### src/yti_ram.sv
// ----------------------------------------------------------------------------
// yti_ram
// Generic single-port synchronous RAM with registered read data.
// ----------------------------------------------------------------------------
`default_nettype none

module yti_ram #(
  parameter int WIDTH = 8,
  parameter int DEPTH = 16
) (
  input  wire logic                                    clk,
  input  wire logic                                    wr_en,
  input  wire logic                                    rd_en,
  input  wire logic [((DEPTH > 1) ? $clog2(DEPTH) : 1)-1:0] addr,
  input  wire logic [WIDTH-1:0]                        wdata,
  output      logic [WIDTH-1:0]                        rdata
);

  logic [WIDTH-1:0] mem [DEPTH];

  always_ff @(posedge clk) begin
    if (wr_en) begin
      mem[addr] <= wdata;
    end
    if (rd_en) begin
      rdata <= mem[addr];
    end
  end

endmodule

`default_nettype wire

### config.mk
export PLATFORM = sky130hd
export DESIGN_NAME = yti_ram
export DESIGN_NICKNAME = d
export VERILOG_FILES = /design/src/yti_ram.sv
export SDC_FILE = /design/constraint.sdc
export NUM_CORES = 1
export LEC_CHECK = 0
export ABC_AREA = 1
export BUFFER_PORTS_ARGS = -buffer_cell sky130_fd_sc_hd__buf_2
export CAP_MARGIN = 20
export CORE_MARGIN = 2
export CORE_UTILIZATION = 55
export CTS_BUF_LIST = sky130_fd_sc_hd__clkbuf_4 sky130_fd_sc_hd__clkbuf_8
export CTS_CLUSTER_DIAMETER = 100
export DETAILED_ROUTE_END_ITERATION = 8
export GPL_ROUTABILITY_DRIVEN = 0
export PLACE_DENSITY = 0.71
export SLEW_MARGIN = 10
export SYNTH_ARGS = -nofsm -noshare
export SYNTH_HDL_FRONTEND = slang
export SYNTH_SLANG_ARGS = --single-unit
### constraint.sdc
create_clock -name clk -period 2.4 [get_ports clk]
set_clock_uncertainty 0.1 [all_clocks]
set_input_delay 0.24 -clock clk [delete_from_list [all_inputs] [get_ports clk]]
set_output_delay 0.24 -clock clk [all_outputs]
set_load 0.01 [all_outputs]
# ---- After elaboration in Yosys (flattened, before gate mapping)
# Memories as Yosys holds them, arrays and structs flattened. A register that Yosys moved wholly into a read port is not among the register bits.
# Cells that the tools add are included.
dict set report word_totals {
  ram_bits 128
  input_bits 15
  out_inout_bits 8
  ff_bits 0
  word_cells 3
  memories 1
}
# name words word_bits rd rd_ports_with_merged_regs write_ports line_no
set mem_list {}
lappend mem_list {mem 16 8 1 1 1 19} ;# logic [WIDTH-1:0] mem [DEPTH];
dict set report classes {
  muxes 2
}
# cell n
set op_table {}
lappend op_table {{2-to-1 mux 1 bit} 2}

# ---- Longest topological paths before layout
dict set report depth {
  word_depth 2
  mapped_depth 11
  mapped_depth_nobuf 9
}

# ---- Worst setup path before layout
# OpenSTA, ideal clock, no wires.
dict set report synth_path {
  kind {input -> register}
  startpoint {in addr[1] (netlist name)}
  endpoint {mem mem[3][0], enable pin}
  path_slack_ps 683
  stages 4
  t_arrival_ps 1247
  n_path_buf 2
  setup_time_ps 370
  required_time_ps 1930
  path_cell_list {buf_2 > clkbuf_1 > nand3_1 > nor2_1}
}
# item line_no
set synth_rtl {}
lappend synth_rtl {{start: declaration} 14} ;# input wire logic [((DEPTH > 1) ? $clog2(DEPTH) : 1)-1:0] addr,
lappend synth_rtl {{end: declaration} 19}
# Straight into the memory's write port.

# ---- Worst setup path after layout
dict set report layout_path {
  startpoint {in addr[0] (netlist name)}
  endpoint {mem mem[10][3], enable pin}
}
# Straight into the memory's write port.

==> impl_metrics.tcl <==
set metrics [dict create \
    finalCritPeriodShare_pct 63.2 \
    slowest_stage "inv_2" \
    dp_cells 703 \
    numClockSinks 136 \
    synth_seq_area_share_pct 72.0 \
    first_global_vias 3691 \
    design_area_um2 6380 \
    r2r-start "mem[14][5]$_DFFE_PP_" \
    hold_viol 0 \
    yosys.area.top_type "edfxtp_1" \
    cp_data_arrival_time_ns 1.58 \
    cts_root_buf "clkbuf_8" \
    worstSetupEndpointType "flop" \
    drc 0 \
    fin_cells 736 \
    clkTransAtPathRegs_ns 0.08 \
    p_per_area_nw_per_um2 758 \
    synth_most_common_cell "nand2_1" \
    setup-tns-final_ns 0 \
    p_leak_nw 2.73 \
    post_cts_resized 0 \
    reg2reg_depth 8 \
    grt_pass1_wl_um 19000 \
    timing.rr.end "rdata[5]$_DFFE_PP_" \
    initial_core_util_pct 55.7 \
    synth_seq_cells 136 \
    synth_top_area_share_pct 72.0 \
    fmax_ghz 0.659 \
    crit_chain "buf_2 > inv_2 > nand3_1 > nor2_1 > buf_4" \
    hold_ws_ns 0.130 \
    slowest_delay_ns 0.37 \
    p_int_mw 3.68 \
    wl_per_cell_um 16.6 \
    r2r_slack_ns 1.14 \
    postCtsSetupBuffers 0 \
    min_path_cells 1 \
    syn_area_um2 5670 \
    syn_avg_cell_area_um2 10.4 \
    die_y_um 106 \
    hp-class "in2reg" \
    start_kind "input pin" \
    fp.coreArea_um2 10200 \
    required_ns 2.46 \
    p_total_mw 4.84 \
    yosys_warnings 0 \
    power.switching_mw 1.15 \
    drt_iter0_drc 332 \
    die-area_um2 11100 \
    rows 37 \
    status "finished, final reports clean" \
    synth_cells 548 \
    synth_top_flop_cell "edfxtp_1" \
    synthTopCellsByArea "edfxtp_1 (72%), nand2_1 (23%), inv_1 (1.4%), nor2_1 (1.2%), buf_2 (1.1%)" \
    ys_top_cells_by_count "nand2_1 (346), edfxtp_1 (136), inv_1 (21), nor2_1 (18), buf_2 (12)" \
    drtAntennaViolNets 0 \
    ioPinCount 23 \
    overflow 0 \
    synth_edf_count 136 \
    grtUsageTotal_pct 23.6 \
    path_delay_family "buffers and inverters" \
    slew_viol_final 0 \
    hp-start "wdata[4]" \
    via_per_inst 5.12 \
    syn2layout_area_growth_pct 12.5 \
    antenna_found_initial 1 \
    clockBufferDepth 2 \
    ir_worst_vdd_uv 580 \
    ys_types 10 \
    grt_max_degree 41 \
    post_dp_cell_area_um2 5980 \
    numCtsBuffers 17 \
    via_count 3770 \
    cts_tree "yes" \
    maxCapViolations 0 \
    clock_latency_ns 0.45 \
    finalNetCount 602 \
    drive_above_1_share_pct 12.2 \
    diodes 0 \
    crit_type "in2reg" \
    syn_nets 563 \
    slew-limit-headroom_pct 54.7 \
    holdPathEnd "mem[9][4]$_DFFE_PP_" \
    crit_fanout 27 \
    seqPwrFrac_pct 55.5 \
    die_x_um 106 \
    min_period_ns 1.52 \
    io_buffers 22 \
    drt_first_pass_iters 5 \
    rsz0062_at_grt "no" \
    htreeDepth 4 \
    clkPwrFrac_pct 37.7 \
    swShare_pct 23.8 \
    hpwl_um 7770 \
    setup_viol 0 \
    synthArstFlopShare_pct 0 \
    power_frac_comb_pct 6.8 \
    worstMarginPinSlew_ns 0.677 \
    routed_wl_um 12200 \
    critPathBufInv 3 \
]
[per-stage QoR]
stage / setup WS (ns) / utilization, %
3_5_place_dp: 0.448 / 58.8
6_report: 0.884 / 62.7
4_1_cts: 0.925 / 62.7
3_3_place_gp: 0.502 / 58.8
5_1_grt: 0.716 / 62.7
2_1_floorplan: 0.683 / -
[layer usage]
metal	wire (um)	track usage [%]	part of all wire, %
met5	0	0	0
met4	212	8.27	1.7
met3	985	5.63	8.1
met2	5810	37.7	48
met1	5180	32.0	43
[layout by cell type (no fill, tap or decap)]
cell | synthesis | routed
clkinv_2 | 0 | 4
clkinv_4 | 0 | 1
bufinv_16 | 0 | 2
clkbuf_8 | 0 | 17
buf_2 | 12 | 22
inv_6 | 0 | 3
buf_4 | 6 | 17
nor2_1 | 18 | 18
nand2_1 | 346 | 346
clkinvlp_4 | 0 | 5
dlygate4sd3_1 | 0 | 1
inv_2 | 1 | 1
inv_1 | 21 | 21
nand3_1 | 4 | 4
edfxtp_1 | 136 | 136
buf_12 | 0 | 1
clkinv_1 | 1 | 1
[cells by family after synthesis]
logic type             synth area share (%)
buffers and inverters                  3.57
DFF                                    72.0
and+or+nand+nor                        24.4
[how the worst max path moves through the flow]
stage,end,start,depth (start not counted)
detailed placement,mem[1][4]$_DFFE_PP_,addr[2],4
global route,mem[1][7]$_DFFE_PP_,addr[2],4
finish,mem[10][3]$_DFFE_PP_,addr[0],5
global placement,mem[1][2]$_DFFE_PP_,addr[2],4
CTS,mem[1][7]$_DFFE_PP_,addr[2],4
floorplan,mem[3][0]$_DFFE_PP_,addr[1],4
[cell type report]
| cell class | instances | area (um^2) |
|---|---|---|
| clock buffer | 17 | 234 |
| sequential | 136 | 4080 |
| fill | 819 | 3800 |
| multi-input combinational | 368 | 1390 |
| inverter | 23 | 86.3 |
| tap | 136 | 170 |
| timing repair buffer | 41 | 268 |
| clock inverter | 15 | 153 |
[timing repair]
item,in CTS,in global routing
endpoints found under the hold margin,2,0
hold buffers,1,0
setup endpoints to repair,0,0
[sequential cells by signal, summed over array words and instances (netlist names)]
name,cells
rdata,8
mem,128
[worst register-to-register path: stages, from the launching register on]
cell and delay (ns):
edfxtp_1 0.39, nand2_1 0.08, nand2_1 0.05, nand2_1 0.08, nand2_1 0.06, nand2_1 0.05
nand2_1 0.07, inv_1 0.05, nand2_1 0.08
[power by group through the flow]
stage               combinational (mW)  sequential [mW]  clock, mW
finish                           0.329             2.69       1.82
global route                     0.367             2.69       1.94
CTS                              0.327             2.69       1.85
detailed placement               0.324             2.74          0
global placement                 0.320             2.74          0
floorplan                        0.183             2.74          0
No activity file was read; power rests on OpenSTA's default activity.
