## src/yti_pkg.sv

```systemverilog
// ----------------------------------------------------------------------------
// yti_pkg
// Shared constants, types and register codes of the YUVA to I420 chroma
// subsampler.
// ----------------------------------------------------------------------------
`default_nettype none

package yti_pkg;

  // Frame bounds
  localparam int MAX_WIDTH  = 4096;
  localparam int MAX_HEIGHT = 4096;

  // Line buffer: one pair sum per column pair
  localparam int LINE_DEPTH = (MAX_WIDTH + 1) / 2;
  localparam int LINE_AW    = (LINE_DEPTH > 1) ? $clog2(LINE_DEPTH) : 1;

  // Position counters and clamped dimensions
  localparam int COL_W  = (MAX_WIDTH > 1) ? $clog2(MAX_WIDTH) : 1;
  localparam int ROW_W  = (MAX_HEIGHT > 1) ? $clog2(MAX_HEIGHT) : 1;
  localparam int WDIM_W = COL_W + 1;
  localparam int HDIM_W = ROW_W + 1;

  // Sample and sum widths
  localparam int PIX_W   = 8;
  localparam int SUM_W   = PIX_W + 1;
  localparam int LINE_W  = 2 * SUM_W;

  // Configuration port
  localparam int CFG_W     = 13;
  localparam int CFG_IDX_W = 1;

  typedef enum logic [CFG_IDX_W-1:0] {
    REG_FRAME_WIDTH  = 1'b0,
    REG_FRAME_HEIGHT = 1'b1
  } cfg_reg_t;

  // Line buffer access issued at the input stage
  typedef struct packed {
    logic               rd_en;
    logic               wr_en;
    logic [LINE_AW-1:0] addr;
    logic [LINE_W-1:0]  wdata;
  } line_req_t;

  // Item handed from the input stage to the output stage
  typedef struct packed {
    logic [PIX_W-1:0] luma;
    logic             chroma_valid;
    logic             from_line;
    logic [SUM_W-1:0] cb_sum;
    logic [SUM_W-1:0] cr_sum;
    logic             frame_end;
  } stage_item_t;

  // Result item
  typedef struct packed {
    logic [PIX_W-1:0] luma_out;
    logic             chroma_valid;
    logic [PIX_W-1:0] cb_out;
    logic [PIX_W-1:0] cr_out;
    logic             frame_end;
  } result_t;

endpackage

`default_nettype wire

```

## src/yti_scan.sv

```systemverilog
// ----------------------------------------------------------------------------
// yti_scan
// Input stage: frame registers, raster position, horizontal pair sums and
// line buffer requests.
// ----------------------------------------------------------------------------
`default_nettype none

module yti_scan (
  input  wire logic                          clk,
  input  wire logic                          rst_n,
  input  wire logic                          cfg_wr_en,
  input  wire logic [yti_pkg::CFG_IDX_W-1:0] cfg_index,
  input  wire logic [yti_pkg::CFG_W-1:0]     cfg_wdata,
  input  wire logic                          accept,
  input  wire logic [yti_pkg::PIX_W-1:0]     luma_in,
  input  wire logic [yti_pkg::PIX_W-1:0]     cb_in,
  input  wire logic [yti_pkg::PIX_W-1:0]     cr_in,
  output      yti_pkg::line_req_t            line_req,
  output      yti_pkg::stage_item_t          item
);

  logic [yti_pkg::CFG_W-1:0]  width_r, width_nxt;
  logic [yti_pkg::CFG_W-1:0]  height_r, height_nxt;
  logic [yti_pkg::COL_W-1:0]  col_r, col_nxt;
  logic [yti_pkg::ROW_W-1:0]  row_r, row_nxt;
  logic [yti_pkg::PIX_W-1:0]  cb_hold_r, cb_hold_nxt;
  logic [yti_pkg::PIX_W-1:0]  cr_hold_r, cr_hold_nxt;

  logic [yti_pkg::WDIM_W-1:0] last_col_idx;
  logic [yti_pkg::HDIM_W-1:0] last_row_idx;
  logic                       last_col, last_row, odd_col, odd_row, pair_done;
  logic [yti_pkg::SUM_W-1:0]  cb_sum, cr_sum;

  // Clamp the dimensions and form the index of the last column and row
  always_comb begin
    if (width_r == '0) begin
      last_col_idx = '0;
    end else if (width_r > yti_pkg::MAX_WIDTH) begin
      last_col_idx = yti_pkg::WDIM_W'(yti_pkg::MAX_WIDTH - 1);
    end else begin
      last_col_idx = yti_pkg::WDIM_W'(width_r - 1'b1);
    end
    if (height_r == '0) begin
      last_row_idx = '0;
    end else if (height_r > yti_pkg::MAX_HEIGHT) begin
      last_row_idx = yti_pkg::HDIM_W'(yti_pkg::MAX_HEIGHT - 1);
    end else begin
      last_row_idx = yti_pkg::HDIM_W'(height_r - 1'b1);
    end
  end

  assign last_col = yti_pkg::WDIM_W'(col_r) >= last_col_idx;
  assign last_row = yti_pkg::HDIM_W'(row_r) >= last_row_idx;
  assign odd_col  = col_r[0];
  assign odd_row  = row_r[0];

  // Horizontal pair sums; double a lone last column
  always_comb begin
    cb_sum    = '0;
    cr_sum    = '0;
    pair_done = 1'b0;
    if (odd_col) begin
      cb_sum    = yti_pkg::SUM_W'(cb_hold_r) + yti_pkg::SUM_W'(cb_in);
      cr_sum    = yti_pkg::SUM_W'(cr_hold_r) + yti_pkg::SUM_W'(cr_in);
      pair_done = 1'b1;
    end else if (last_col) begin
      cb_sum    = {cb_in, 1'b0};
      cr_sum    = {cr_in, 1'b0};
      pair_done = 1'b1;
    end
  end

  // Line buffer: store on the first row of a pair, fetch on the second
  always_comb begin
    line_req.addr  = yti_pkg::LINE_AW'(col_r >> 1);
    line_req.wdata = {cb_sum, cr_sum};
    line_req.rd_en = accept && pair_done && odd_row;
    line_req.wr_en = accept && pair_done && !odd_row && !last_row;
  end

  always_comb begin
    item.luma         = luma_in;
    item.chroma_valid = pair_done && (odd_row || last_row);
    item.from_line    = odd_row;
    item.cb_sum       = cb_sum;
    item.cr_sum       = cr_sum;
    item.frame_end    = last_col && last_row;
  end

  // Next state
  always_comb begin
    width_nxt   = width_r;
    height_nxt  = height_r;
    col_nxt     = col_r;
    row_nxt     = row_r;
    cb_hold_nxt = cb_hold_r;
    cr_hold_nxt = cr_hold_r;
    if (cfg_wr_en) begin
      case (yti_pkg::cfg_reg_t'(cfg_index))
        yti_pkg::REG_FRAME_WIDTH:  width_nxt  = cfg_wdata;
        yti_pkg::REG_FRAME_HEIGHT: height_nxt = cfg_wdata;
        default: ;
      endcase
    end
    if (accept) begin
      if (!odd_col) begin
        cb_hold_nxt = cb_in;
        cr_hold_nxt = cr_in;
      end
      if (last_col) begin
        col_nxt = '0;
        row_nxt = last_row ? '0 : row_r + 1'b1;
      end else begin
        col_nxt = col_r + 1'b1;
      end
    end
  end

  always_ff @(posedge clk) begin
    if (!rst_n) begin
      width_r   <= yti_pkg::CFG_W'(1);
      height_r  <= yti_pkg::CFG_W'(1);
      col_r     <= '0;
      row_r     <= '0;
      cb_hold_r <= '0;
      cr_hold_r <= '0;
    end else begin
      width_r   <= width_nxt;
      height_r  <= height_nxt;
      col_r     <= col_nxt;
      row_r     <= row_nxt;
      cb_hold_r <= cb_hold_nxt;
      cr_hold_r <= cr_hold_nxt;
    end
  end

endmodule

`default_nettype wire

```

## config.mk

```make
export PLATFORM = sky130hd
export DESIGN_NAME = yti_scan
export DESIGN_NICKNAME = d
export VERILOG_FILES = /design/src/yti_pkg.sv /design/src/yti_scan.sv
export SDC_FILE = /design/constraint.sdc
export NUM_CORES = 1
export LEC_CHECK = 0
export BUFFER_PORTS_ARGS = -buffer_cell sky130_fd_sc_hd__clkbuf_2
export CORE_AREA = 2 2 94 96
export DETAILED_ROUTE_END_ITERATION = 8
export DIE_AREA = 0 0 96 98
export PLACE_DENSITY = 0.84
export SETUP_SLACK_MARGIN = 0.5
export SLEW_MARGIN = 0
export SYNTH_ARGS = -nofsm -noshare
export SYNTH_HDL_FRONTEND = slang
export SYNTH_SLANG_ARGS = --single-unit
```

## constraint.sdc

```tcl
create_clock -name clk -period 8.1 [get_ports clk]
set_clock_uncertainty 0.05 [all_clocks]
set_input_delay 1.62 -clock clk [delete_from_list [all_inputs] [get_ports clk]]
set_output_delay 1.62 -clock clk [all_outputs]
set_load 0.02 [all_outputs]
```

== Word level (Yosys, flattened, before mapping) ==
Cells that the tools add are included.

* Flip-flop bits (word level): 66
* Bits in latches: 0
* RAM bits: 0
* Bits in read-only memories: 0
* Bits of input ports: 42
* Output and inout bits: 60
* Word-level logic and storage cells: 45
* Memories: 0

* Add/sub/neg operators: 6
* Multiply operators: 0
* Div/mod/pow operators: 0
* Order comparisons: 4
* Eq/ne operators: 0
* Shifts and indexed selects: 0
* Multiplexer cells: 12
* Bitwise operators: 2
* Reduce and logical (&&, ||, !) cells: 15

{| class="wikitable"
|+ Operators by type and width
! operator !! count
|-
| 2-to-1 mux 13 bit || 4
|-
| 2-to-1 mux 9 bit || 4
|-
| greater-or-equal comparator 12 x 13 -> 1 bit || 2
|-
| > comparator 13 bit, second input constant || 2
|-
| logical NOT 13 bit || 2
|-
| subtractor 13 x 1 -> 13 bit, second input constant || 2
|-
| adder 12 x 1 -> 12 bit, second input constant || 2
|-
| 2-to-1 mux 12 bit || 2
|-
| adder 8 x 8 -> 9 bit || 2
|-
| AND reduction 2 bit || 4
|-
| logical AND 1 bit || 6
|-
| logical NOT 1 bit || 2
|-
| 2-to-1 mux 1 bit || 2
|-
| NOT 1 bit || 2
|-
| logical OR 1 bit || 1
|}

== Longest topological paths before layout ==
Gate-level depths: netlist of the first run.

* Word-level depth: 9
* Mapped depth: 16
* Gate-level depth less buffers: 14

== Worst setup path before layout of the first run ==
OpenSTA, ideal clock, no wires.

* Path type: register to output
* Start point: reg width_r[6] (netlist name)
* End point: out line_req[11] (netlist name)
* Arrival: 4.185 ns
* Required time: 6.430 ns
* Slack: 2.245 ns
* Stages on the path, launching flop included: 15
* Path buffers: 3
* Cell sequence: dfxtp_1 > or4_1 > or2_2 > or3_1 > clkbuf_1 > a221oi_1 > ha_1 > o21ai_0 > nor2_1 > or4_1 > o21ai_0 > nor2_1 > clkbuf_1 > a22o_1 > buf_4

{| class="wikitable"
|+ RTL lines
! item !! RTL line !! source
|-
| start: declaration || yti_scan.sv:22 || <nowiki>logic [yti_pkg::CFG_W-1:0] width_r, width_nxt;</nowiki>
|-
| start signal: assignment || yti_scan.sv:121 || <nowiki>width_r <= yti_pkg::CFG_W'(1);</nowiki>
|-
| start signal: assignment || yti_scan.sv:128 || <nowiki>width_r <= width_nxt;</nowiki>
|-
| end: declaration || yti_scan.sv:18 || <nowiki>output yti_pkg::line_req_t line_req,</nowiki>
|}

==> results.cfg, run 1 <==
[global_route]
antenna_found_initial = 0
grt_pass1_vias = 4201
grt_max_degree = 28
grt_use_total_pct = 24.0
grt-ovfl-total = 0
grt_pass1_wl_um = 18400

[yosys]
synth_area_um2 = 4870
avgSynthCellArea_um2 = 7.60
synth_ff_type = dfxtp_1
synthCells = 641
yosysWarnings = 0
synth_seq_cells = 66
synth_cell_types = 57
postSynth.asyncResetShare_pct = 0
synth-edff-count = 0
yosysSeqAreaShare_pct = 27.1
synth_fp_nets = 730

[setup_path]
critPathRequiredTime_ps = 6430
crit_end = item[4]
worstReg2RegStart = width_r[6]$_SDFFE_PN0P_
cp-startpoint = width_r[6]$_SDFFE_PN0P_
cp-start-kind = register
rr_worst_depth = 12
r2r_end = col_r[0]$_SDFFE_PN0P_
crit_arrival_ps = 5120
end_kind = output pin
reg2reg_slack_ps = 2940
worstSetupPathType = reg2out
worstPathMaxFanout = 12

[cts]
numCtsBuffers = 9
path_clk_slew_ps = 70
ctsHoldBuffers = 0
cts_tree = done
clock_path_buffers = 2
htree_num_levels = 3
clockRootBuffer = clkbuf_8
cts.sinks = 66
worstSkewPairLatency_ps = 340
cts.repair.resized = 0
post_cts_buffers = 0

[timing]
fin_setup_tns_ps = 0
setup_viol = 0
tightest_slew_ps = 1170
grt_setup_unrepaired = false
fmax_mhz = 147
final.period_utilization_pct = 83.8
hold_viol = 0
fin_crit_ps = 6790
slew_viol_final = 0
slew_headroom_pct = 21.5

[drt]
dr.pass1.iters = 4
routed_wl_um = 11100
viasPerCell = 5.77
route.detailed.drc = 0
vias = 4545
drtIter0Drc = 245
ant_nets = 0
drt-wirelength-per-cell_um = 14.1

[place]
numPortBuffers = 85
dp_hpwl_um = 8370
placed_cells = 772
place.gp.congestion = 0.852

[die]
initial_utilization_pct = 57.5
die_h_um = 98
dieArea_um2 = 9410
rows = 34
io_pins = 102
die_w_um = 96
coreArea_um2 = 8470

[final_layout]
layout.nets = 764
area_growth_pct = 8.50
nFillCells = 770
final_layout_size_suffix_gt1_share_pct = 16.2
final_cells = 788
antennaDiodeCount = 0

[pwr]
leakagePower_nw = 2.28
peakVddDrop_mv = 0.112
power_per_cell_area_nw_per_um2 = 171

[run]
drv_cap = 0

[run_status]
status = completed

[hold_path]
worst_hold_path_type = reg2reg
cell type report:
type | instances | area, um2 | share of cell area [%]
clock buffers | 10 | 138 | 2.60
clock inverters | 6 | 90.1 | 1.70
inverters | 21 | 78.8 | 1.49
multi-input cells | 491 | 3090 | 58.5
flip-flops and latches | 66 | 1320 | 25.0
well taps | 108 | 135 | 2.56
repair buffers | 86 | 433 | 8.19
layout by cell type, fill, tap and decap left out, drive strengths merged, types with 4 or more instances in the layout:
cell type  instances
nand2            115
clkbuf            95
a21oi             68
dfxtp             66
nor2              49
ha                45
o21ai             26
inv               20
nand3             20
xor2              17
xnor2             14
nand4              9
or3                8
nor3               7
o21a               7
nand3b             6
a22o               6
o211ai             6
or4                6
nand2b             5
a211oi             5
nor2b              5
o2bb2ai            5
a32oi              5
and2               5
o22ai              4
a21o               4
clkinv             4
worst max-delay path: stages, from the launching register on:
cell	delay, ps
dfxtp_1	370
or4_1	590
or2_2	320
or3_1	480
o21a_1	270
a221oi_1	250
ha_1	300
o21ai_0	150
nor2_1	60
or4_1	530
o21ai_0	560
nor2_1	390
a22o_1	360
clkbuf_2	160
sequential cells by signal, indices dropped and copies added (netlist names):
| register | count |
|---|---|
| row_r | 12 |
| height_r | 13 |
| cr_hold_r | 8 |
| col_r | 12 |
| width_r | 13 |
| cb_hold_r | 8 |
cell usage after synthesis, types with 7 or more instances:
cell type / number / area share [%]
o21a_1: 7 / 1.1
ha_1: 45 / 12
nor2_1: 48 / 3.7
dfxtp_1: 66 / 27
nand4_1: 9 / 1.2
clkbuf_1: 19 / 1.5
nor3_1: 7 / 0.72
or3_1: 8 / 1.0
xnor2_1: 14 / 2.5
inv_1: 20 / 1.5
nand2_1: 115 / 8.9
o21ai_0: 26 / 2.7
nand3_1: 19 / 2.0
a21oi_1: 68 / 7.0
xor2_1: 17 / 3.1
buf_4: 38 / 5.9
stage by stage:
step                      cell area, um2  power (mW)  utilization, %  worst slack (ps)  hold WS [ps]
final                               5290       0.902            62.4              1310           414
after global routing                5290       0.952            62.4               950           436
after CTS                           5290       0.905            62.4              1300           415
after detailed placement            5060       0.592            59.7              1710           405
after global placement              5060       0.584            59.7              1900           396
after floorplan                     4870       0.547               -              2250           390
power breakdown:
part	internal (mW)	leakage [nW]	switching, mW	total (mW)
clock	0.182	0.112	0.132	0.315
sequential	0.338	0.538	0.0175	0.356
combinational	0.0900	1.63	0.141	0.231
how the worst min path moves through the flow:
stage                           endpoint                      start  cells after the start  slack [ps]
2_1_floorplan  cb_hold_r[0]$_SDFFE_PN0P_  cb_hold_r[0]$_SDFFE_PN0P_                      2         390
3_3_place_gp   cr_hold_r[0]$_SDFFE_PN0P_  cr_hold_r[0]$_SDFFE_PN0P_                      2         400
3_5_place_dp   cr_hold_r[7]$_SDFFE_PN0P_  cr_hold_r[7]$_SDFFE_PN0P_                      2         400
4_1_cts        cr_hold_r[7]$_SDFFE_PN0P_  cr_hold_r[7]$_SDFFE_PN0P_                      2         410
5_1_grt        cr_hold_r[7]$_SDFFE_PN0P_  cr_hold_r[7]$_SDFFE_PN0P_                      2         440
6_report       cr_hold_r[7]$_SDFFE_PN0P_  cr_hold_r[7]$_SDFFE_PN0P_                      2         410
logic make-up after synthesis:
| family | after synthesis | synth area share (%) |
|---|---|---|
| XOR/XNOR | 31 | 5.57 |
| flip-flops | 66 | 27.1 |
| AND/OR/NAND/NOR | 250 | 24.1 |
| AO/OA/AOI/OAI | 159 | 20.5 |
| adder cells (fa/ha/maj) | 50 | 13.0 |
| multiplexers | 1 | 0.231 |
| buffers and inverters | 84 | 9.45 |
per-layer routing:
layer  vias up  wire (um)  track usage (%)
met2       122       5350             40.3
met1      2113       4990             30.2
li1       2293          -                -
met3        17        604             5.17
met4         0        178             7.80
met5         -          0                0
Note: power is estimated with default switching activity, not from simulation.
==> run 2, diff against run 1 <==
CORE_AREA = 2 2 97 99   (was 2 2 94 96)
DIE_AREA = 0 0 99 101   (was 0 0 96 98)
PLACE_DENSITY = 0.8   (was 0.84)
clock period = 6.34 ns   (was 8.1 ns; I/O delays follow)
==> results.cfg, run 2 (same netlist as run 1, synthesis figures left out) <==
[pwr]
power_per_cell_area_nw_per_um2 = 210
fin_total_pwr_mw = 1.13
leakagePower_nw = 2.30
peakVddDrop_mv = 0.127

[setup_path]
worstPathMaxFanout = 7
end_kind = output pin
crit_arrival_ps = 4320
path_cells = or4_4, or2_4, or3_4, o21a_4, a221oi_2, ha_1, o21ai_2, nor2_1, or4_4, o21ai_2, buf_6, nor2_1, buf_6, a22o_1, clkbuf_2
worstReg2RegStart = height_r[3]$_SDFFE_PN0P_
cp-startpoint = width_r[6]$_SDFFE_PN0P_
slowest_stage = or4_4
cpPeakStageDelay_ps = 550
cp-start-kind = register
worstSetupPathType = reg2out
cp_top_family = simple AND/OR/NAND/NOR gates
critPathRequiredTime_ps = 5020
path_buf_inv = 3

[die]
initial_utilization_pct = 54.3
dieArea_um2 = 10000
rows = 35
coreArea_um2 = 8980
die_h_um = 101
io_pins = 102
die_w_um = 99

[cts]
ctsHoldBuffers = 0
clock_path_buffers = 2
numCtsBuffers = 9
htree_num_levels = 3
path_clk_slew_ps = 80
cts.sinks = 66
cts_tree = done
clockRootBuffer = clkbuf_8
worstSkewPairLatency_ps = 360

[global_route]
antenna_found_initial = 0
grt_max_degree = 28
grt_pass1_wl_um = 18400
grt_use_total_pct = 22.2
grt_pass1_vias = 4153
grt-ovfl-total = 0

[hold_path]
hp-start = cb_hold_r[0]$_SDFFE_PN0P_
worst_hold_path_type = reg2reg

[drt]
route.detailed.drc = 0
routed_wl_um = 11200
drt-wirelength-per-cell_um = 14.1
dr.pass1.iters = 4
ant_nets = 0
vias = 4545
drtIter0Drc = 279
viasPerCell = 5.70

[place]
place.gp.congestion = 0.878
dp_hpwl_um = 8360
placed_cells = 778
numPortBuffers = 85
place_area_um2 = 5080
dp_slack_ps = 683

[run_status]
status = completed

[timing]
hold_viol = 0
fmax_mhz = 177
setup_viol = 0
slew_viol_final = 0
tightest_slew_ps = 1070
slew_headroom_pct = 28.3
fin_crit_ps = 5640
grt_setup_unrepaired = false
final.period_utilization_pct = 88.9
fin_setup_tns_ps = 0
setup_ws_ps = 702

[final_layout]
multiInputGateArea_um2 = 3130
layout_commonest_cell = nand2_1
final_cell_area_um2 = 5380
final_layout_size_suffix_gt1_share_pct = 18.2
area_growth_pct = 10.4
antennaDiodeCount = 0
reg.largest.list = height_r (13), width_r (13)
layout.nets = 770
nFillCells = 800
seqCellArea_um2 = 1330
final_cells = 797
final_cell_mix = 115 x nand2_1, 84 x clkbuf_2, 68 x a21oi_1, 64 x dfxtp_1, 48 x nor2_1

[run]
drv_cap = 0
==> run 2: final timing paths <==
path              slack [ps]  cells after the start                        end
setup / recovery         700                     15                line_req[2]
hold / removal           410                      2  cb_hold_r[0]$_SDFFE_PN0P_
setup reg to reg        2210                     11      row_r[5]$_SDFFE_PN0P_
hold reg to reg          410                      2  cb_hold_r[0]$_SDFFE_PN0P_
==> run 2: timing repair <==
item,4_1_cts,5_1_grt
setup endpoints to repair,24,26
cloned,0,1
resized for setup,3,16
pin swaps,0,5
buffers inserted,0,2
hold endpoints to repair,0,0
==> run 2: per-stage QoR <==
stage	utilization, %	hold WS (ps)
after detailed placement	56.6	402
after CTS	59.1	413
after floorplan	-	390
after global placement	56.6	398
final	59.9	408
after global routing	59.9	431
==> run 2: layout make-up <==
cell class                 instances  share of cell area [%]
clock buffer                      11                    2.63
clock inverter                     5                    1.16
inverter                          21                    1.47
multi-input combinational        491                    58.2
sequential                        66                    24.7
tap                              111                    2.58
timing repair buffer              92                    9.26
==> run 2: power breakdown <==
group | total, mW | leakage (nW) | internal, mW | switching (mW)
Clock | 0.369 | 0.0962 | 0.194 | 0.175
Sequential | 0.455 | 0.539 | 0.432 | 0.0228
Combinational | 0.308 | 1.67 | 0.123 | 0.184
==> run 2: tightest hold or removal path, stage by stage (launching register included) <==
cell and delay (ps):
dfxtp_1 320, nand2_1 50, a21oi_1 50
==> run 2: routing by layer <==
metal  wire, um  part of all wire (%)  global-route usage [%]
met1       5150                    46                    28.0
met5          0                     0                       0
met3        618                   5.5                    5.55
met4        180                   1.6                    6.43
met2       5280                    47                    37.8
