**src/yti_pkg.sv**
```systemverilog
// ----------------------------------------------------------------------------
// yti_pkg
// Shared constants, types and register codes of the YUVA to I420 chroma
// subsampler.
// ----------------------------------------------------------------------------
`default_nettype none

package yti_pkg;

  // Frame bounds
  localparam int MAX_WIDTH  = 4096;
  localparam int MAX_HEIGHT = 4096;

  // Line buffer: one pair sum per column pair
  localparam int LINE_DEPTH = (MAX_WIDTH + 1) / 2;
  localparam int LINE_AW    = (LINE_DEPTH > 1) ? $clog2(LINE_DEPTH) : 1;

  // Position counters and clamped dimensions
  localparam int COL_W  = (MAX_WIDTH > 1) ? $clog2(MAX_WIDTH) : 1;
  localparam int ROW_W  = (MAX_HEIGHT > 1) ? $clog2(MAX_HEIGHT) : 1;
  localparam int WDIM_W = COL_W + 1;
  localparam int HDIM_W = ROW_W + 1;

  // Sample and sum widths
  localparam int PIX_W   = 8;
  localparam int SUM_W   = PIX_W + 1;
  localparam int LINE_W  = 2 * SUM_W;

  // Configuration port
  localparam int CFG_W     = 13;
  localparam int CFG_IDX_W = 1;

  typedef enum logic [CFG_IDX_W-1:0] {
    REG_FRAME_WIDTH  = 1'b0,
    REG_FRAME_HEIGHT = 1'b1
  } cfg_reg_t;

  // Line buffer access issued at the input stage
  typedef struct packed {
    logic               rd_en;
    logic               wr_en;
    logic [LINE_AW-1:0] addr;
    logic [LINE_W-1:0]  wdata;
  } line_req_t;

  // Item handed from the input stage to the output stage
  typedef struct packed {
    logic [PIX_W-1:0] luma;
    logic             chroma_valid;
    logic             from_line;
    logic [SUM_W-1:0] cb_sum;
    logic [SUM_W-1:0] cr_sum;
    logic             frame_end;
  } stage_item_t;

  // Result item
  typedef struct packed {
    logic [PIX_W-1:0] luma_out;
    logic             chroma_valid;
    logic [PIX_W-1:0] cb_out;
    logic [PIX_W-1:0] cr_out;
    logic             frame_end;
  } result_t;

endpackage

`default_nettype wire

```
**src/yti_emit.sv**
```systemverilog
// ----------------------------------------------------------------------------
// yti_emit
// Output stage: joins the line buffer read with the pair sums, averages the
// block and holds the result in the output register.
// ----------------------------------------------------------------------------
`default_nettype none

module yti_emit (
  input  wire logic                       clk,
  input  wire logic                       rst_n,
  input  wire logic                       in_valid,
  input  wire logic                       out_ready,
  input  wire yti_pkg::stage_item_t       item,
  input  wire logic [yti_pkg::LINE_W-1:0] line_rdata,
  output      logic                       accept,
  output      logic                       in_ready,
  output      logic                       out_valid,
  output      yti_pkg::result_t           result
);

  logic                  s1_valid_r, s1_valid_nxt;
  yti_pkg::stage_item_t  s1_item_r, s1_item_nxt;
  logic                  out_valid_r, out_valid_nxt;
  yti_pkg::result_t      result_r, result_nxt;
  logic                  advance;
  logic [yti_pkg::SUM_W:0] cb_total, cr_total;

  assign advance  = !out_valid_r || out_ready;
  assign in_ready = !s1_valid_r || advance;
  assign accept   = in_valid && in_ready;

  // Vertical sum: line entry plus this row, or this row counted twice
  always_comb begin
    if (s1_item_r.from_line) begin
      cb_total = {1'b0, line_rdata[yti_pkg::LINE_W-1:yti_pkg::SUM_W]} + {1'b0, s1_item_r.cb_sum};
      cr_total = {1'b0, line_rdata[yti_pkg::SUM_W-1:0]} + {1'b0, s1_item_r.cr_sum};
    end else begin
      cb_total = {s1_item_r.cb_sum, 1'b0};
      cr_total = {s1_item_r.cr_sum, 1'b0};
    end
  end

  always_comb begin
    s1_valid_nxt  = s1_valid_r;
    s1_item_nxt   = s1_item_r;
    out_valid_nxt = out_valid_r;
    result_nxt    = result_r;
    if (out_ready) begin
      out_valid_nxt = 1'b0;
    end
    if (advance) begin
      s1_valid_nxt = 1'b0;
      if (s1_valid_r) begin
        out_valid_nxt           = 1'b1;
        result_nxt.luma_out     = s1_item_r.luma;
        result_nxt.chroma_valid = s1_item_r.chroma_valid;
        result_nxt.cb_out       = s1_item_r.chroma_valid ? cb_total[yti_pkg::SUM_W:2] : '0;
        result_nxt.cr_out       = s1_item_r.chroma_valid ? cr_total[yti_pkg::SUM_W:2] : '0;
        result_nxt.frame_end    = s1_item_r.frame_end;
      end
    end
    if (accept) begin
      s1_valid_nxt = 1'b1;
      s1_item_nxt  = item;
    end
  end

  always_ff @(posedge clk) begin
    if (!rst_n) begin
      s1_valid_r  <= 1'b0;
      out_valid_r <= 1'b0;
    end else begin
      s1_valid_r  <= s1_valid_nxt;
      out_valid_r <= out_valid_nxt;
    end
  end

  always_ff @(posedge clk) begin
    s1_item_r <= s1_item_nxt;
    result_r  <= result_nxt;
  end

  assign out_valid = out_valid_r;
  assign result    = result_r;

endmodule

`default_nettype wire

```
**config.mk**
```make
export PLATFORM = sky130hd
export DESIGN_NAME = yti_emit
export DESIGN_NICKNAME = d
export VERILOG_FILES = /design/src/yti_pkg.sv /design/src/yti_emit.sv
export SDC_FILE = /design/constraint.sdc
export NUM_CORES = 1
export LEC_CHECK = 0
export BUFFER_PORTS_ARGS = -buffer_cell sky130_fd_sc_hd__buf_2
export CELL_PAD_IN_SITES_DETAIL_PLACEMENT = 1
export CELL_PAD_IN_SITES_GLOBAL_PLACEMENT = 1
export CORE_UTILIZATION = 40
export DETAILED_ROUTE_END_ITERATION = 7
export PLACE_DENSITY_LB_ADDON = 0.05
export SETUP_SLACK_MARGIN = 0.2
export SYNTH_ARGS = -nofsm -noshare
export SYNTH_HDL_FRONTEND = slang
export SYNTH_SLANG_ARGS = --single-unit
```
**constraint.sdc**
```tcl
create_clock -name clk -period 2.31 [get_ports clk]
set_input_delay 0.231 -clock clk [delete_from_list [all_inputs] [get_ports clk]]
set_output_delay 0.231 -clock clk [all_outputs]
set_load 0.1 [all_outputs]
```
=== Word-level counts from Yosys, hierarchy flattened ===
Index checks and enable logic that the tools add are counted.

* Add/subtract/negate cells: 2
* Muxes and demuxes: 7
* Reductions and logical operators: 7

{| class="wikitable"
|+ Operator list
! cell !! count
|-
| $add 9x9->10 || 2
|-
| $mux 10 || 2
|-
| $mux 1 || 5
|-
| $logic_not 1->1 || 2
|-
| $logic_or 1x1->1 || 2
|-
| $reduce_and 2->1 || 1
|-
| $reduce_bool 2->1 || 1
|-
| $logic_and 1x1->1 || 1
|}

* Input bits: 51
* Word-level logic and storage cells: 29
* Register bits after elaboration: 57
* Output and inout bits: 29

=== Longest topological paths before layout ===
Gate-level depths: netlist (run 1).

* Depth in word-level cells: 5
* Mapped depth: 6
* Gate-level depth less buffers: 6

=== Worst setup path before layout (run 1) ===
OpenSTA, ideal clock, no wires.

* Kind: reg2reg
* Start: register out_valid_r, in the netlist out_valid
* End: register s1_item_r[0] (netlist name), enable pin
* Slack: -1231 ps
* Period minus slack after synthesis: 3541 ps
* Library setup time: 422 ps
* Path buffers: 0
* Cell stages (with the launch flop): 4
* Arrival time: 3119 ps
* Data required time: 1888 ps
* Cell sequence: dfxtp_1 nor2b_1 nand2_1 and2_1

* Cells in the longest elaborated chain, start to end: 4

{| class="wikitable"
|+ RTL lines
! element !! line !! text
|-
| start, declared || yti_emit.sv:23 || <nowiki>logic out_valid_r, out_valid_nxt;</nowiki>
|-
| start signal, assigned || yti_emit.sv:74 || <nowiki>out_valid_r <= out_valid_nxt;</nowiki>
|-
| $logic_not 1->1 || yti_emit.sv:28 || <nowiki>assign advance = !out_valid_r || out_ready;</nowiki>
|-
| $logic_or 1x1->1 || yti_emit.sv:28 ||
|-
| $logic_or 1x1->1 || yti_emit.sv:29 || <nowiki>assign in_ready = !s1_valid_r || advance;</nowiki>
|-
| named net in_ready || yti_emit.sv:16 || <nowiki>output logic in_ready,</nowiki>
|-
| $logic_and 1x1->1 || yti_emit.sv:30 || <nowiki>assign accept = in_valid && in_ready;</nowiki>
|-
| named net accept || yti_emit.sv:15 || <nowiki>output logic accept,</nowiki>
|-
| end signal, assigned || yti_emit.sv:79 || <nowiki>s1_item_r <= s1_item_nxt;</nowiki>
|-
| end, declared || yti_emit.sv:22 || <nowiki>yti_pkg::stage_item_t s1_item_r, s1_item_nxt;</nowiki>
|}

The timed path passes the listed nets, and every way through them passes these cells.
A chain may end at the register's enable or synchronous reset.

=== Worst setup path in the final report (run 1) ===
* Start: register s1_item_r[11] (netlist name)
* End: register result_r, in the netlist result[13] (data pin)

* Cells in the longest elaborated chain, start to end: 2

{| class="wikitable"
|+ RTL lines
! element !! line !! text
|-
| $add 9x9->10 || yti_emit.sv:35 || <nowiki>cb_total = {1'b0, line_rdata[yti_pkg::LINE_W-1:yti_pkg::SUM_W]} + {1'b0, s1_item_r.cb_sum};</nowiki>
|-
| $mux 10 || yti_emit.sv:34 || <nowiki>if (s1_item_r.from_line) begin</nowiki>
|-
| end signal, assigned || yti_emit.sv:80 || <nowiki>result_r <= result_nxt;</nowiki>
|-
| end, declared || yti_emit.sv:24 || <nowiki>yti_pkg::result_t result_r, result_nxt;</nowiki>
|}

No other way between the ends.

==> reports/metrics.cfg, run 1 <==
[place]
dpl-instance-area_sq_mm = 0.003171
place_ws_ns = 0.2999
gp_congestion = 0.8165
dp.cells = 347
portBuffers = 79
hpwl_mm = 4.109

[timing]
rsz0062_at_grt = false
fmaxAchievable_mhz = 501.2
worst_slack_ns = 0.3147
setup_tns_ns = 0
tightestPinTransition_ns = 0.6033
slew_headroom_pct = 59.78
finalCritPeriodShare_pct = 86.38
maxSlewViolCount = 0
worst_clock_skew_ns = 0.008018
hold_violations = 0
post-route-min-period_ns = 1.995
setup_viol = 0

[floorplanning]
die_area_sq_mm = 0.006996
die_y_um = 83.65
chipWidth_um = 83.65
rows = 29
core_area_sq_mm = 0.006386
start_util_pct = 41.75
pin_count = 80

[worst_setup_path]
critPathCaptureType = flop
crit_arrival_ns = 2.08
crit_buf_inv = 0
worstSetupPathType = reg -> reg
crit_fanout = 4
cpLargestDelayFamily = compound AO/OA/AOI/OAI gates
crit_chain = ha_1 -> a31o_4 -> a21oi_4 -> o21ai_2 -> a21o_1 -> a221o_1
max_stage_delay_ns = 0.40
cp-start-kind = flop
slowest_stage = edfxtp_1
crit_required_ns = 2.40

[clock_tree]
clock_latency_ns = 0.34
tritoncts = built
clockRootBuffer = clkbuf_8
cts_buffer_depth = 2
clock-sinks = 57
post_cts_resized = 0
clkTransAtPathRegs_ns = 0.07
htree_levels = 3
postCtsHoldBufs = 0
numCtsBuffers = 9
postCtsSetupBuffers = 0

[yosys]
syn_area_sq_mm = 0.002666
synth_edf_count = 55
synth_common_cells = edfxtp_1 (55), ha_1 (16), a21oi_1 (9), nand2_1 (9), nand3b_1 (9)
ys_types = 39
yosysTopAreaCellShare_pct = 61.94
seq_area_frac_synth_pct = 63.44
ys_warn_count = 0
synthTopCellsByArea = edfxtp_1 (62%), ha_1 (7.5%), nand3b_1 (2.5%)
ys_async_sr_fraction_pct = 0
syn_nets = 261
syn_area_per_cell_sq_um = 13.74
synth-main-ff-cell = edfxtp_1
yosys_register_bits = 57
synth.most_common_cell = edfxtp_1
synth.largest_area_cell = edfxtp_1
netlist_instances = 194

[power]
power_uw = 2642
cellLeakagePower_uw = 0.001380
peakVddDrop_mv = 0.3320
powerDensity_mw_per_mm2 = 786.4

[detailed_routing]
wl_per_cell_um = 15.53
drcViolationCount = 0
routed_wl_mm = 5.639
dr.pass1.iters = 4
via_count = 1897
drtAntennaViolNets = 0
drtIter0Drc = 63
vias_per_cell = 5.226

[grt]
antenna_found_initial = 0
grt.total_usage_pct = 17.81
grt_pass1_wl_mm = 9.328
grt_max_degree = 31
grt_pass1_vias = 1977
overflow = 0

[min_path]
min_path_type = in -> reg

[final_layout]
stdcell_area_sq_mm = 0.003359
drive_above_1_share_pct = 37.06
final_cell_count_no_fill = 363
fillers = 700
fin_nets = 348
n_antenna_cell = 0
syn_to_final_growth_pct = 26.00

[run]
maxCapViolCount = 0

[run_status]
outcome = completed

[worst register-to-register path: stages, from the launching register on]
cell and delay (ns):
edfxtp_1 0.40, ha_1 0.31, a31o_4 0.24, a21oi_4 0.18, o21ai_2 0.11, a21o_1 0.19
a221o_1 0.32
[area by class of cell]
class	count	area (sq um)	share of cell area, %
Sequential cell	57	1693	50.39
Multi-Input combinational cell	126	944.7	28.12
Timing Repair Buffer	82	420.4	12.51
Clock buffer	10	127.6	3.799
Tap cell	77	96.34	2.868
Clock inverter	6	58.81	1.750
Inverter	5	18.77	0.5587
[power breakdown]
part	switching (uW)	total, uW	internal (uW)
Combinational	358	512	154
Clock	407	897	490
Sequential	27.6	1230	1210
[sequential cells by signal, summed over array words and instances (netlist names)]
register / cells
s1_item_r: 29
result: 26
out_valid: 1
s1_valid_r: 1
[cell families (layout without fill, tap and decap cells)]
| logic type | Yosys count | after routing | synth area share, % |
|---|---|---|---|
| DFF | 57 | 57 | 63.44 |
| and+or+nand+nor | 54 | 54 | 11.40 |
| AOI/OAI and AO/OA | 44 | 44 | 11.92 |
| adders and majority gates | 16 | 16 | 7.508 |
| buffers and inverters | 11 | 103 | 1.595 |
| xor gates and xnor gates | 8 | 8 | 2.628 |
| muxes | 4 | 4 | 1.502 |
[cell usage in the layout, fill, tap and decap left out, drive strengths merged, types with 4 or more instances in the layout]
cell type and n:
nor2b 8, nor3 5, nand3b 9, xor2 4, nor2 6, nand2 9, clkbuf 11, nand3 7
a31oi 5, buf 81, mux2i 4, o211ai 5, inv 5, a21o 4, ha 16, a21oi 10
o21ai 8, edfxtp 55, xnor2 4
[layer usage]
layer,global-route usage [%],vias up,share of wire (%)
li1,-,930,-
met3,4.451,11,4.8
met5,0,-,0
met1,20.29,900,42
met2,31.19,56,51
met4,8.475,0,2.0
[worst paths after layout]
path / from / end / slack, ns / depth (start not counted)
worst min register to register: s1_item_r[28] / result[25] / 0.42 / 0
worst min-delay path: item[16] / s1_item_r[16] / 0.06 / 1
worst max-delay path: s1_item_r[11] / result[13] / 0.31 / 6
worst max register to register: s1_item_r[11] / result[13] / 0.31 / 6
[metrics by stage]
step,utilization [%],hold WS [ns]
global placement,49.65,0.4002
finish,52.61,0.06283
CTS,52.57,0.04646
global route,52.61,0.04671
detailed placement,49.65,0.4090
floorplan,-,0.3299
Note: power is estimated with default switching activity, not from simulation.
==> inputs of run 2 (changes only) <==
PLACE_DENSITY = 0.75   (was unset)
PLACE_DENSITY_LB_ADDON = unset   (was 0.05)
clock period = 2 ns   (was 2.31 ns; I/O delays follow)
==> run 2 against run 1 <==
Hold slack lost 0.030 ns. Flip-flop and latch count is the same. Combinational power grew 34%. Worst setup slack lost 0.16 ns. Sequential share of layout area shrank 4.0 points. Count of clock-buffer cells in the layout grew 1. First-iteration DRC count grew 13%. Utilization grew 4.7 points. Largest cell class unchanged. Die area is the same. Cell count grew 3.3%.
==> reports/metrics.cfg, run 2 (synthesis results as in run 1) <==
[floorplanning]
core_area_sq_mm = 0.006386
die_area_sq_mm = 0.006996
start_util_pct = 41.75
pin_count = 80
rows = 29
die_y_um = 83.65
chipWidth_um = 83.65

[final_layout]
n_antenna_cell = 0
stdcell_area_sq_mm = 0.003657
largest_register = s1_item_r
drive_above_1_share_pct = 47.65
fin_nets = 360
largest_register_ffs = 29
final_util_pct = 57.27
final_cell_count_no_fill = 375
final_common_cell = buf_2
layout_common_cells = buf_2 (78), edfxtp_1 (55), buf_4 (15)
syn_to_final_growth_pct = 37.17

[run_status]
outcome = completed

[timing]
fmaxAchievable_mhz = 542.3
setup_viol = 0
worst_clock_skew_ns = 0.007433
slew_headroom_pct = 64.48
rsz0062_at_grt = true
hold_violations = 0
maxSlewViolCount = 0
post-route-min-period_ns = 1.844
setup_tns_ns = 0
finalCritPeriodShare_pct = 92.21
tightestPinTransition_ns = 0.5328

[worst_setup_path]
r2r_slack_ns = 0.16
critPathCaptureType = flop
crit_fanout = 3
worstSetupPathType = reg -> reg
cp-start-kind = flop
reg2reg_depth = 6
timing.rr.start = s1_item_r[13]
crit_arrival_ns = 2.03
crit_required_ns = 2.19
worstReg2RegEnd = result[16]

[power]
power_uw = 3204
cellLeakagePower_uw = 0.001444
pwr-share-seq_pct = 44.6
peakVddDrop_mv = 0.5320
sw_frac_of_total_pct = 30.33
powerDensity_mw_per_mm2 = 876.0
switching_power_uw = 971.8
p_int_uw = 2232
power_frac_comb_pct = 21.5
p_clk_share_pct = 33.9

[clock_tree]
tritoncts = built
cts_buffer_depth = 2
clockRootBuffer = clkbuf_8
clock-sinks = 57
htree_levels = 3
numCtsBuffers = 9
clkTransAtPathRegs_ns = 0.07
clock_latency_ns = 0.34
postCtsHoldBufs = 0

[detailed_routing]
routed_wl_mm = 6.268
drtIter0Drc = 71
dr.pass1.iters = 4
vias_per_cell = 5.328
drtAntennaViolNets = 0
via_count = 1998
wl_per_cell_um = 16.71
drcViolationCount = 0

[place]
dp.cells = 352
hpwl_mm = 4.378
gp_congestion = 0.8101
portBuffers = 79
dpl-instance-area_sq_mm = 0.003239

[grt]
overflow = 0
grt.total_usage_pct = 19.29
grt_max_degree = 27
grt_pass1_vias = 2156
grt_pass1_wl_mm = 10.20
antenna_found_initial = 0

[run]
maxCapViolCount = 0

[min_path]
hold_path_depth = 1
min_path_type = in -> reg
min_to = s1_item_r[23]
min_from = item[23]

## run 2: timing repair
action	CTS	global route
gates resized for setup	6	21
endpoints found under the hold margin	0	0
buffers inserted	4	3
setup endpoints to repair	8	12
pin swaps	1	7
## run 2: area by class of cell
cell class,count,area [sq um]
timing repair buffer,94,510.5
clock inverter,5,55.05
tap,77,96.34
sequential,57,1695
multi-input combinational,126,1140
fill,668,2729
clock buffer,11,141.4
inverter,5,18.77
## run 2: metal layers
layer / vias to the layer above / track usage (%) / wire [um]
met2: 53 / 33.19 / 3289
met3: 17 / 5.341 / 264
met4: 0 / 9.707 / 204
li1: 947 / - / -
met5: - / 0 / 0
met1: 981 / 21.96 / 2510
## run 2: metrics by stage
| step | worst slack, ns | hold slack (ns) |
|---|---|---|
| after floorplan | 0.1852 | 0.2989 |
| after global placement | 0.1439 | 0.3766 |
| after detailed placement | 0.07427 | 0.3784 |
| after CTS | 0.1299 | 0.01240 |
| after global routing | 0.07498 | 0.01419 |
| final | 0.1558 | 0.03267 |
## run 2: power groups by stage
stage | Sequential, uW | Clock (uW) | Combinational [uW]
after floorplan | 1650 | 0 | 255
after global placement | 1450 | 0 | 595
after detailed placement | 1450 | 0 | 609
after CTS | 1430 | 1110 | 642
after global routing | 1440 | 1150 | 732
final | 1430 | 1090 | 687
## run 2: how the worst max path moves through the flow
stage,startpoint,to,slack (ns),cells after the start
2_1_floorplan,s1_item_r[11],result[13],0.19,6
3_3_place_gp,s1_item_r[11],result[13],0.14,6
3_5_place_dp,s1_item_r[2],result[5],0.07,6
4_1_cts,s1_item_r[11],result[16],0.13,6
5_1_grt,s1_item_r[11],result[13],0.07,6
6_report,s1_item_r[13],result[16],0.16,6
## run 2: worst max-delay path: stages (launching register included)
cell	delay [ns]
edfxtp_1	0.47
ha_4	0.33
nor2_1	0.06
a211oi_2	0.19
nand4_1	0.21
a21bo_2	0.25
a31oi_2	0.18
==> inputs of run 3 (changes only) <==
PLACE_DENSITY = 0.78   (was 0.75)
==> run 3 against run 2 <==
Sequential power hardly changed. Die area is the same. Hold slack better by 0.0080 ns. Critical path depth unchanged. Largest power group unchanged. Clock skew shrank 0.0037 ns. Non-clock buffer count shrank 4. Total power down 7.0%.
==> reports/metrics.cfg, run 3 (synthesis results as in run 1) <==
[worst_setup_path]
max_stage_delay_ns = 0.42
crit_chain = ha_4 -> a31o_4 -> a21oi_4 -> o21ai_4 -> a21o_1 -> a221o_1
slowest_stage = edfxtp_1
crit_fanout = 4
timing.rr.start = s1_item_r[11]
worstSetupPathType = reg -> reg
reg2reg_depth = 6
crit_required_ns = 2.08
cp-start-kind = flop
r2r_slack_ns = 0.11
crit_arrival_ns = 1.97
cpLargestDelayFamily = compound AO/OA/AOI/OAI gates
critPathCaptureType = flop
worstReg2RegEnd = result[13]
crit_path_start = s1_item_r[11]
crit_buf_inv = 0
endpoint = result[13]
crit_cells = 6

[detailed_routing]
drtAntennaViolNets = 0
routed_wl_mm = 6.261
wl_per_cell_um = 16.92
drtIter0Drc = 57
vias_per_cell = 5.295
drcViolationCount = 0
via_count = 1959
dr.pass1.iters = 4

[grt]
grt_pass1_vias = 2072
grt_max_degree = 27
grt.total_usage_pct = 19.00
grt_pass1_wl_mm = 10.05
overflow = 0
antenna_found_initial = 0

[clock_tree]
clkTransAtPathRegs_ns = 0.06
postCtsHoldBufs = 0
clockRootBuffer = clkbuf_8
tritoncts = built
cts_buffer_depth = 2
clock_latency_ns = 0.33
htree_levels = 3
clock-sinks = 57
numCtsBuffers = 9

[floorplanning]
chipWidth_um = 83.65
die_area_sq_mm = 0.006996
rows = 29
start_util_pct = 41.75
core_area_sq_mm = 0.006386
pin_count = 80
die_y_um = 83.65

[timing]
tightestPinTransition_ns = 0.6299
post-route-min-period_ns = 1.890
hold_violations = 0
fmaxAchievable_mhz = 529.0
setup_tns_ns = 0
slew_headroom_pct = 58.01
finalCritPeriodShare_pct = 94.51
worst_clock_skew_ns = 0.003712
setup_viol = 0
whs_ns = 0.04065
maxSlewViolCount = 0
rsz0062_at_grt = true

[place]
hpwl_mm = 4.469
gp_congestion = 0.7908
portBuffers = 79

[min_path]
min_path_type = in -> reg
hold_path_depth = 1

[final_layout]
n_antenna_cell = 0
fin_nets = 356
drive_above_1_share_pct = 45.05
final_common_cell = buf_2
largest_register = s1_item_r
multi_input_area_sq_mm = 0.001121
register_area_sq_mm = 0.001695
syn_to_final_growth_pct = 33.69
layout_common_cells = buf_2 (78), edfxtp_1 (55), buf_4 (12)
largest_register_ffs = 29
fillers = 689

[power]
powerDensity_mw_per_mm2 = 835.7
power_uw = 2979
peakVddDrop_mv = 0.5101
cellLeakagePower_uw = 0.001406

[run]
maxCapViolCount = 0

[run_status]
outcome = completed

## run 3: metal layers
| metal | track usage (%) | vias up | part of all wire [%] |
|---|---|---|---|
| li1 | - | 949 | - |
| met1 | 21.46 | 961 | 40 |
| met2 | 34.15 | 42 | 55 |
| met3 | 5.836 | 7 | 4.1 |
| met4 | 6.009 | 0 | 0.88 |
| met5 | 0 | - | 0 |
## run 3: area by class of cell
class	count	area share [%]
tap	77	2.703
clock buffer	11	3.686
timing repair buffer	90	13.48
multi-input combinational	126	31.45
clock inverter	4	0.5967
inverter	5	0.5265
sequential	57	47.56
## run 3: worst min path at each step
stage | slack, ns | from | end
finish | 0.04 | item[4] | s1_item_r[4]
floorplan | 0.30 | item[0] | s1_item_r[0]
detailed placement | 0.38 | item[4] | s1_item_r[4]
global route | 0.02 | item[13] | s1_item_r[13]
CTS | 0.02 | item[4] | s1_item_r[4]
global placement | 0.38 | item[5] | s1_item_r[5]
## run 3: through the flow
| step | cell area, sq um | std cells | setup slack (ns) | utilization, % |
|---|---|---|---|---|
| global placement | 3239 | 352 | 0.1464 | 50.72 |
| detailed placement | 3239 | 352 | 0.07058 | 50.72 |
| CTS | 3465 | 369 | 0.07768 | 54.25 |
| finish | 3565 | 370 | 0.1098 | 55.82 |
| global route | 3565 | 370 | 0.03493 | 55.82 |
| floorplan | 2711 | 194 | 0.1852 | - |
## run 3: timing repair
item,in CTS,in global routing
buffers inserted,2,1
setup endpoints to repair,6,12
pin swaps,4,8
endpoints found under the hold margin,0,0
gates cloned,0,0
resized for setup,9,18
## run 3: report_power, final
part | switching [uW] | internal, uW | total [uW]
logic | 453 | 228 | 681
clock network | 435 | 434 | 869
registers | 37.3 | 1390 | 1430
